**config.mk**
```make
export PLATFORM = sky130hd
export DESIGN_NAME = vtyp_sqrt
export DESIGN_NICKNAME = d
export VERILOG_FILES = /design/src/design/vtyp_pkg.sv /design/src/design/vtyp_sqrt.sv
export SDC_FILE = /design/constraint.sdc
export NUM_CORES = 2
export LEC_CHECK = 0
export ABC_CLOCK_PERIOD_IN_PS = 3100
export BUFFER_PORTS_ARGS = -buffer_cell sky130_fd_sc_hd__buf_2
export CORE_UTILIZATION = 57
export CTS_CLUSTER_SIZE = 25
export DETAILED_ROUTE_END_ITERATION = 16
export HOLD_SLACK_MARGIN = 0.06
export PLACE_DENSITY = 0.87
export SLEW_MARGIN = 20
export SYNTH_ARGS = -nofsm -noshare
export SYNTH_HDL_FRONTEND = slang
export SYNTH_SLANG_ARGS = --single-unit
```
**constraint.sdc**
```tcl
create_clock -name clk -period 3.1 [get_ports clk]
set_input_delay 0.155 -clock clk [delete_from_list [all_inputs] [get_ports clk]]
set_output_delay 0.155 -clock clk [all_outputs]
set_load 0.05 [all_outputs]
```
**src/design/vtyp_pkg.sv**
```systemverilog
`timescale 1ns / 1ps
// Shared constants, side-band types and angle helpers for the yaw/pitch converter.
package vtyp_pkg;

  localparam int CORDIC_STAGES_DEF = 16;
  localparam int TABLE_LEN         = 24;

  // Coordinate width holds 2^39 inputs grown by the CORDIC gain and the diagonal.
  localparam int CW    = 44;
  // Angle accumulator in 1/65536 degree, covering -100 to +280 degrees.
  localparam int AW    = 27;
  localparam int AT_W  = 22;
  localparam int ANG_W = 17;
  localparam int PIT_W = 18;
  localparam int MAG_W = 24;
  localparam int VEC_W = 16;
  localparam int SQ_W  = 31;

  localparam logic [ANG_W-1:0] ANG_TURN          = 17'd92160;
  localparam logic [ANG_W-1:0] ANG_QUARTER       = 17'd23040;
  localparam logic [ANG_W-1:0] ANG_THREE_QUARTER = 17'd69120;
  localparam logic signed [AW-1:0] ACC_HALF_TURN = 27'sd11796480;
  localparam logic signed [AW-1:0] ACC_ROUND     = 27'sd128;
  localparam logic signed [AW-8:0] TURN_WIDE     = 20'sd92160;

  typedef struct packed {
    logic [2*VEC_W-1:0]        mag2;
    logic signed [VEC_W-1:0]   z;
    logic                      xy_zero;
    logic                      x_zero;
    logic                      y_pos;
    logic                      z_pos;
  } yaw_side_t;

  typedef struct packed {
    logic [ANG_W-1:0]          yaw;
    logic signed [VEC_W-1:0]   z;
    logic                      xy_zero;
    logic                      z_pos;
  } sqrt_side_t;

  typedef struct packed {
    logic [ANG_W-1:0] yaw;
    logic             xy_zero;
    logic             z_pos;
  } pitch_side_t;

  // atan(2^-i) in degrees, scaled by 65536 and rounded to nearest.
  function automatic logic [AT_W-1:0] atan_step(input int unsigned idx);
    logic [AT_W-1:0] v;
    case (idx)
      0:  v = 22'd2949120;
      1:  v = 22'd1740967;
      2:  v = 22'd919879;
      3:  v = 22'd466945;
      4:  v = 22'd234379;
      5:  v = 22'd117304;
      6:  v = 22'd58666;
      7:  v = 22'd29335;
      8:  v = 22'd14668;
      9:  v = 22'd7334;
      10: v = 22'd3667;
      11: v = 22'd1833;
      12: v = 22'd917;
      13: v = 22'd458;
      14: v = 22'd229;
      15: v = 22'd115;
      16: v = 22'd57;
      17: v = 22'd29;
      18: v = 22'd14;
      19: v = 22'd7;
      20: v = 22'd4;
      21: v = 22'd2;
      22: v = 22'd1;
      default: v = '0;
    endcase
    return v;
  endfunction

  // Round to 1/256 degree (floor of acc + 128 over 256) and wrap into one turn.
  function automatic logic [ANG_W-1:0] fold_angle(input logic signed [AW-1:0] acc);
    logic signed [AW-1:0] biased;
    logic signed [AW-8:0] w;
    biased = acc + ACC_ROUND;
    w = {biased[AW-1], biased[AW-1:8]};
    if (w < 0) begin
      w = w + TURN_WIDE;
    end else if (w >= TURN_WIDE) begin
      w = w - TURN_WIDE;
    end
    return w[ANG_W-1:0];
  endfunction

endpackage

```
**src/design/vtyp_sqrt.sv**
```systemverilog
`timescale 1ns / 1ps
// Pipelined restoring integer square root, one root bit per stage.
module vtyp_sqrt #(
  parameter int RW = vtyp_pkg::MAG_W,
  parameter int SW = 1
) (
  input  logic            clk,
  input  logic            rst,
  input  logic            advance,
  input  logic            in_valid,
  input  logic [2*RW-1:0] in_rad,
  input  logic [SW-1:0]   in_side,
  output logic            out_valid,
  output logic [RW-1:0]   out_root,
  output logic [SW-1:0]   out_side
);
  logic [2*RW-1:0] rem    [0:RW];
  logic [RW-1:0]   root   [0:RW];
  logic [SW-1:0]   side_s [0:RW];
  logic            vld    [0:RW];

  assign rem[0]    = in_rad;
  assign root[0]   = '0;
  assign side_s[0] = in_side;
  assign vld[0]    = in_valid;

  for (genvar j = 0; j < RW; j++) begin : g_stage
    localparam int K = RW - 1 - j;
    logic [2*RW-1:0] cand;

    // Trial value is (2*root + 2^K) * 2^K with root holding only bits above K.
    assign cand = ({{RW{1'b0}}, root[j]} << (K + 1)) | ((2*RW)'(1) << (2 * K));

    always_ff @(posedge clk) begin
      if (rst) begin
        vld[j+1] <= 1'b0;
      end else if (advance) begin
        vld[j+1] <= vld[j];
      end
    end

    always_ff @(posedge clk) begin
      if (advance) begin
        side_s[j+1] <= side_s[j];
        if (rem[j] >= cand) begin
          rem[j+1]  <= rem[j] - cand;
          root[j+1] <= root[j] | (RW'(1) << K);
        end else begin
          rem[j+1]  <= rem[j];
          root[j+1] <= root[j];
        end
      end
    end
  end

  assign out_valid = vld[RW];
  assign out_root  = root[RW];
  assign out_side  = side_s[RW];

`ifndef SYNTHESIS
  // A floor square root leaves a remainder of at most twice the root.
  a_rem_bound: assert property (@(posedge clk) disable iff (rst)
    vld[RW] |-> rem[RW] <= (2*RW)'({root[RW], 1'b0}))
    else $error("square root remainder exceeds twice the root");
`endif

endmodule

```
---- Yosys cells after proc, flatten, opt, wreduce, memory -nomap -nowiden ----
Index checks and enable logic that the tools add are counted.
operators by class
  $lt $le $gt $ge ......................... 24
  add/sub/neg operators ................... 23
  mux-type cells .......................... 24
operator list
  operator                        count
  two-way mux 48 bit              23
  >= comparator 48 x 25 -> 1 bit  1
  >= comparator 48 x 26 -> 1 bit  1
  >= comparator 48 x 27 -> 1 bit  1
  >= comparator 48 x 28 -> 1 bit  1
  >= comparator 48 x 29 -> 1 bit  1
  >= comparator 48 x 30 -> 1 bit  1
  >= comparator 48 x 31 -> 1 bit  1
  >= comparator 48 x 32 -> 1 bit  1
  >= comparator 48 x 33 -> 1 bit  1
  >= comparator 48 x 34 -> 1 bit  1
  >= comparator 48 x 35 -> 1 bit  1
  >= comparator 48 x 36 -> 1 bit  1
  >= comparator 48 x 37 -> 1 bit  1
  >= comparator 48 x 38 -> 1 bit  1
  >= comparator 48 x 39 -> 1 bit  1
  >= comparator 48 x 40 -> 1 bit  1
  >= comparator 48 x 41 -> 1 bit  1
  >= comparator 48 x 42 -> 1 bit  1
  >= comparator 48 x 43 -> 1 bit  1
  >= comparator 48 x 44 -> 1 bit  1
  >= comparator 48 x 45 -> 1 bit  1
  >= comparator 48 x 46 -> 1 bit  1
  >= comparator 48 x 47 -> 1 bit  1
  other kinds (25)                25
storage, ports and cells
  input bits .............................. 53
  flip-flop bits (word level) ............. 1728

---- Depth between registers and ports, before layout ----
  word-level depth ........................ 2
  depth in mapped cells ................... 14
  mapped depth without buffers ............ 12

---- Worst setup path before layout ----
OpenSTA, ideal clock, no wires.
  path type ............................... register to register
  start ................................... register rem[167] (netlist name)
  end ..................................... register rem[132] (netlist name) (data pin)
  cell stages (with the launch flop) ...... 14
  arrival ................................. 3056 ps
  setup slack ............................. -223 ps
  buffers on the path ..................... 3
  period minus slack after synthesis ...... 3323 ps
  cells stage by stage .................... edfxtp_1 ha_1 clkbuf_1 nand2_1 nor2_1 a21oi_1 nor4b_1 a2111oi_4 or2_1 buf_2 a2111o_1 buf_6 nor4_2 xor2_1
on the way
  cells in the longest elaborated chain, start to end .. 2
  elaborated cells on any way between the ends .. 3
ends and longest elaborated chain
  what                                                                                   RTL line                          source
  from (decl)                                                                            vtyp_sqrt.sv:17                   logic [2*RW-1:0] rem [0:RW];
  from (signal, indexed assignment)                                                      vtyp_sqrt.sv:46                   rem[j+1] <= rem[j] - cand;
  from (signal, indexed assignment)                                                      vtyp_sqrt.sv:49                   rem[j+1] <= rem[j];
  subtractor 48 x 27 -> 48 bit / >= comparator 48 x 27 -> 1 bit (equally long branches)  vtyp_sqrt.sv:46, vtyp_sqrt.sv:45
  two-way mux 48 bit *                                                                   vtyp_sqrt.sv:45                   if (rem[j] >= cand) begin
Every way passes the cells marked *; elsewhere a longest branch is shown, timed or not.
A chain may end at the register's enable or synchronous reset.

---- Worst setup path in the final report ----
  start ................................... register rem[1052] (netlist name)
  end ..................................... register rem[1002] (netlist name) (data pin)
on the way
  cells in the longest elaborated chain, start to end .. 2
ends and longest elaborated chain
  what                            RTL line
  >= comparator 48 x 45 -> 1 bit  vtyp_sqrt.sv:45
  two-way mux 48 bit              vtyp_sqrt.sv:45
No other way between the ends.

==> results.md <==
Clock tree:
- The clock drives 1452 sinks.
- The clock reaches the later pin of the worst-skew pair after 0.84 ns.
- After clock tree synthesis, the clock-pin slew on the worst setup and hold paths is 0.09 ns.
- The clock root buffer master is sky130_fd_sc_hd__clkbuf_16.
- The maximum root-to-sink buffer count is 3.
- TritonCTS built the clock tree.
- The maximum level of the CTS H-tree is 4.
- The number of buffers created by CTS is 145.

Yosys:
- The mapped netlist covers 67830 um^2.
- Yosys mapped the design onto 79 distinct sky130hd cell types.
- The top-area cell type share of the netlist area is 0.6322.
- The total of warnings raised by yosys is 0.
- The post-synthesis area per instance is 12.92 um^2.
- The synthesized net count is 5625.
- After technology mapping, the gate count stands at 5250.
- Synthesis inferred 1452 register bits.
- In this run, synthesis inferred 1428 flip-flops with an integrated enable.
- The cell type with the largest total area after synthesis is sky130_fd_sc_hd__edfxtp_1.
- The leading register cell type out of synthesis is sky130_fd_sc_hd__edfxtp_1.
- In the post-synthesis netlist, the biggest area contributors are sky130_fd_sc_hd__edfxtp_1 (63%), sky130_fd_sc_hd__ha_1 (5.9%), sky130_fd_sc_hd__xnor2_1 (3.1%), sky130_fd_sc_hd__xor2_1 (2.9%), sky130_fd_sc_hd__inv_1 (2.3%).
- The sequential-to-total area share from yosys stat is 0.6393.
- After synthesis, the share of flip-flops with an asynchronous set or reset is 0.

Outcome:
- The flow ran to the end, but the final reports show violations.
- The checks that failed: max-capacitance violations, max-slew violations, negative setup slack.

Floorplanning:
- The number of ports placed on the die boundary is 79.
- The die covers 120400 um^2.
- The horizontal extent of the die is 347.0 um.
- For this configuration, the core starts out at a cell density of 0.5744.
- After floorplanning, the core was divided into 126 placement rows.
- The total core area is 118100 um^2.
- The floorplan step set the die height to 347.0 um.

Finish:
- Of the cells placed in the final design, the portion with a size suffix greater than 1 is 0.2341.
- Compared with the post-synthesis result, the final layout area differs by 24.30%.
- The design area is 84310 um^2.
- For this run, the post-layout net count is 6537.

Power and ir drop:
- Across the VDD grid, the largest voltage drop is 0.0006800 V.
- The total chip power is 58.83 mW.
- The power per cell area is 697.7 nW/um^2.
- The static leakage is 32.60 nW.

Global routing:
- The remaining global-route overflow is 0.
- The maximum number of pins on one net before global-route repair is 136.
- The number of global-route vias before repair is 49790.
- The number of antenna violations at the first check in global routing is 17.
- The global-route usage over all layers is 0.2973.
- The first global-routing pass estimated 275100 um of wire.

Routing:
- The routed layout has 51480 vias.
- In the routed layout, each cell is associated on average with a via count of 6.583.
- The mean routed wirelength per cell is 27.02 um.
- The remaining antenna violation count after routing is 0.
- The first detailed-routing pass took 8 iterations.
- The iteration-0 DRC count of the detailed router is 6819.
- The routed design has 211300 um of wire.
- The number of remaining DRC errors is 0.

Worst setup path:
- STA classifies the critical path startpoint as a flip-flop.
- By startpoint and endpoint, the worst setup path is classified as flip-flop to flip-flop.
- Data on the critical path is required at its endpoint by 3.49 ns.
- The largest individual stage delay along the critical path comes from the cell sky130_fd_sc_hd__o21ai_0.
- The delay of the slowest critical-path stage is 1.52 ns.
- The category of the worst setup path capture point is a flip-flop.
- Of all nets on the critical path, the largest fanout is 11.
- Traced cell by cell, the critical path runs through ha_2 > nand2_1 > nor3_1 > nand4_1 > o31ai_4 > nor2b_4 > o21ai_0.
- The data arrival at the endpoint of the critical path is 4.78 ns.

Placed design:
- The final weighted congestion in routability-driven placement is 0.9667.
- Port buffering added 78 buffers.
- The standard cell area after detailed placement is 74290 um^2.
- The sum of net half-perimeters after detailed placement is 107700 um.
- OpenSTA, run right after detailed placement, puts the worst setup slack at -0.7200 ns.

Run:
- The tool flagged a number of max-cap violations equal to 2.

Timing:
- At the pin with the least slew margin, the transition time is 1.987 ns.
- The accumulated negative setup slack is -70.96 ns.
- Across all hold checks on the routed design, the worst slack comes to 0.04288 ns.
- In this run the tightest slew margin relative to its limit is -0.3389.
- The minimum clock period after layout is 4.393 ns.
- The count of final max-slew check failures is 4.
- Dividing the final minimum period by the clock period gives 1.417.
- The final critical-path setup slack is -1.293 ns.
- The number of setup violations in the final report is 286.
- The achievable frequency is 227.7 MHz.
- The clock skew after layout is 0.04964 ns.
- Setup repair after global routing could not meet its margin everywhere.
- The hold violation count in the final report was 0.

Min path:
- The class of the tightest hold or removal check is input port to flip-flop.
layer usage:
layer	up-vias	routed length, um	track usage
met5	-	212	0
met4	12	22480	0.2409
met3	1569	22180	0.07168
met2	4203	104200	0.5413
met1	24250	62160	0.2826
li1	21450	-	-
critical path, delay by kind of cell, from the launching register on:
family	cells	cell delay [ns]
AND/OR/NAND/NOR	4	0.93
adder cells (fa/ha/maj)	1	0.47
flip-flops	1	0.55
AO/OA/AOI/OAI	2	1.94
cell usage after synthesis (all sizes together) (19+ instances only):
| library cell | number |
|---|---|
| mux2i | 36 |
| a21o | 110 |
| edfxtp | 1428 |
| ha | 322 |
| and3 | 19 |
| inv | 409 |
| or3 | 64 |
| o21bai | 24 |
| nor2 | 295 |
| nor3 | 142 |
| nand2b | 67 |
| nand4 | 72 |
| nand3 | 81 |
| dfxtp | 24 |
| or4 | 33 |
| o31ai | 39 |
| a211oi | 27 |
| o21ai | 265 |
| mux2 | 53 |
| nor4b | 29 |
| clkbuf | 82 |
| xor2 | 226 |
| nand2 | 338 |
| a31oi | 26 |
| or2 | 19 |
| o21a | 69 |
| a21oi | 279 |
| xnor2 | 242 |
| nor2b | 38 |
| nor4 | 194 |
kinds of logic after synthesis:
family	count (synthesis)	synth area share
buffers and inverters	503	0.02806
DFF	1452	0.6393
AOI/OAI and AO/OA	948	0.08649
adders and majority gates	322	0.05940
xor gates and xnor gates	468	0.06043
muxes	89	0.01411
and+or+nand+nor	1468	0.1122
worst paths after layout:
check	cells after the start	from	slack, ns	endpoint
worst max-delay path	7	rem[1052]$_DFFE_PP_	-1.29	rem[1002]$_DFFE_PP_
worst min-delay path	2	in_rad[45]	0.04	rem[1149]$_DFFE_PP_
worst max register to register	7	rem[1052]$_DFFE_PP_	-1.29	rem[1002]$_DFFE_PP_
worst min register to register	0	side_s[23]$_DFFE_PP_	0.42	side_s[22]$_DFFE_PP_
report_power, final:
group	internal, mW	leakage, nW	switching [mW]	total [mW]
registers	24.6	13.9	2.03	26.7
logic	6.35	16.5	7.95	14.3
clock network	9.50	2.24	8.37	17.9
sequential cells by signal, indices dropped and copies added (netlist names):
name          count
vld              23
rem            1104
side_s           23
g_stage.cand    276
out_valid         1
out_side          1
out_root         24
through the flow:
stage / util / instances
6_report: 0.7140 / 7820
4_1_cts: 0.6858 / 7714
3_5_place_dp: 0.6292 / 7318
5_1_grt: 0.7138 / 7810
3_3_place_gp: 0.6292 / 7318
2_1_floorplan: - / 5250
final cells by class:
class / instances / area [um^2]
diodes: 12 / 30.03
clock buffers: 176 / 3766
clock inverters: 81 / 904.6
fillers: 6559 / 33770
inverters: 409 / 1558
multi-input cells: 3296 / 25650
flip-flops and latches: 1452 / 43360
well taps: 1536 / 1922
repair buffers: 858 / 7118
layout by cell type, fill, tap and decap left out, types with 57 or more instances in the layout:
cell type and n:
sky130_fd_sc_hd__a21o_1 110, sky130_fd_sc_hd__a21oi_1 243, sky130_fd_sc_hd__buf_2 80, sky130_fd_sc_hd__buf_4 609
sky130_fd_sc_hd__clkbuf_16 152, sky130_fd_sc_hd__dlygate4sd3_1 85, sky130_fd_sc_hd__edfxtp_1 1428, sky130_fd_sc_hd__ha_1 267
sky130_fd_sc_hd__inv_1 394, sky130_fd_sc_hd__nand2_1 318, sky130_fd_sc_hd__nand2b_1 57, sky130_fd_sc_hd__nand3_1 71
sky130_fd_sc_hd__nand4_1 72, sky130_fd_sc_hd__nor2_1 270, sky130_fd_sc_hd__nor3_1 103, sky130_fd_sc_hd__nor4_1 139
sky130_fd_sc_hd__o21a_1 66, sky130_fd_sc_hd__o21ai_0 203, sky130_fd_sc_hd__xnor2_1 238, sky130_fd_sc_hd__xor2_1 225
timing repair:
| item | 4_1_cts | 5_1_grt |
|---|---|---|
| gates resized for setup | 135 | 525 |
| hold endpoints to repair | 147 | 0 |
| cloned | 5 | 8 |
| setup buffers | 49 | 91 |
| endpoints found under the setup margin | 230 | 428 |
| hold buffers | 85 | 0 |
| pin swaps | 57 | 139 |
Note: power is estimated with default switching activity, not from simulation.
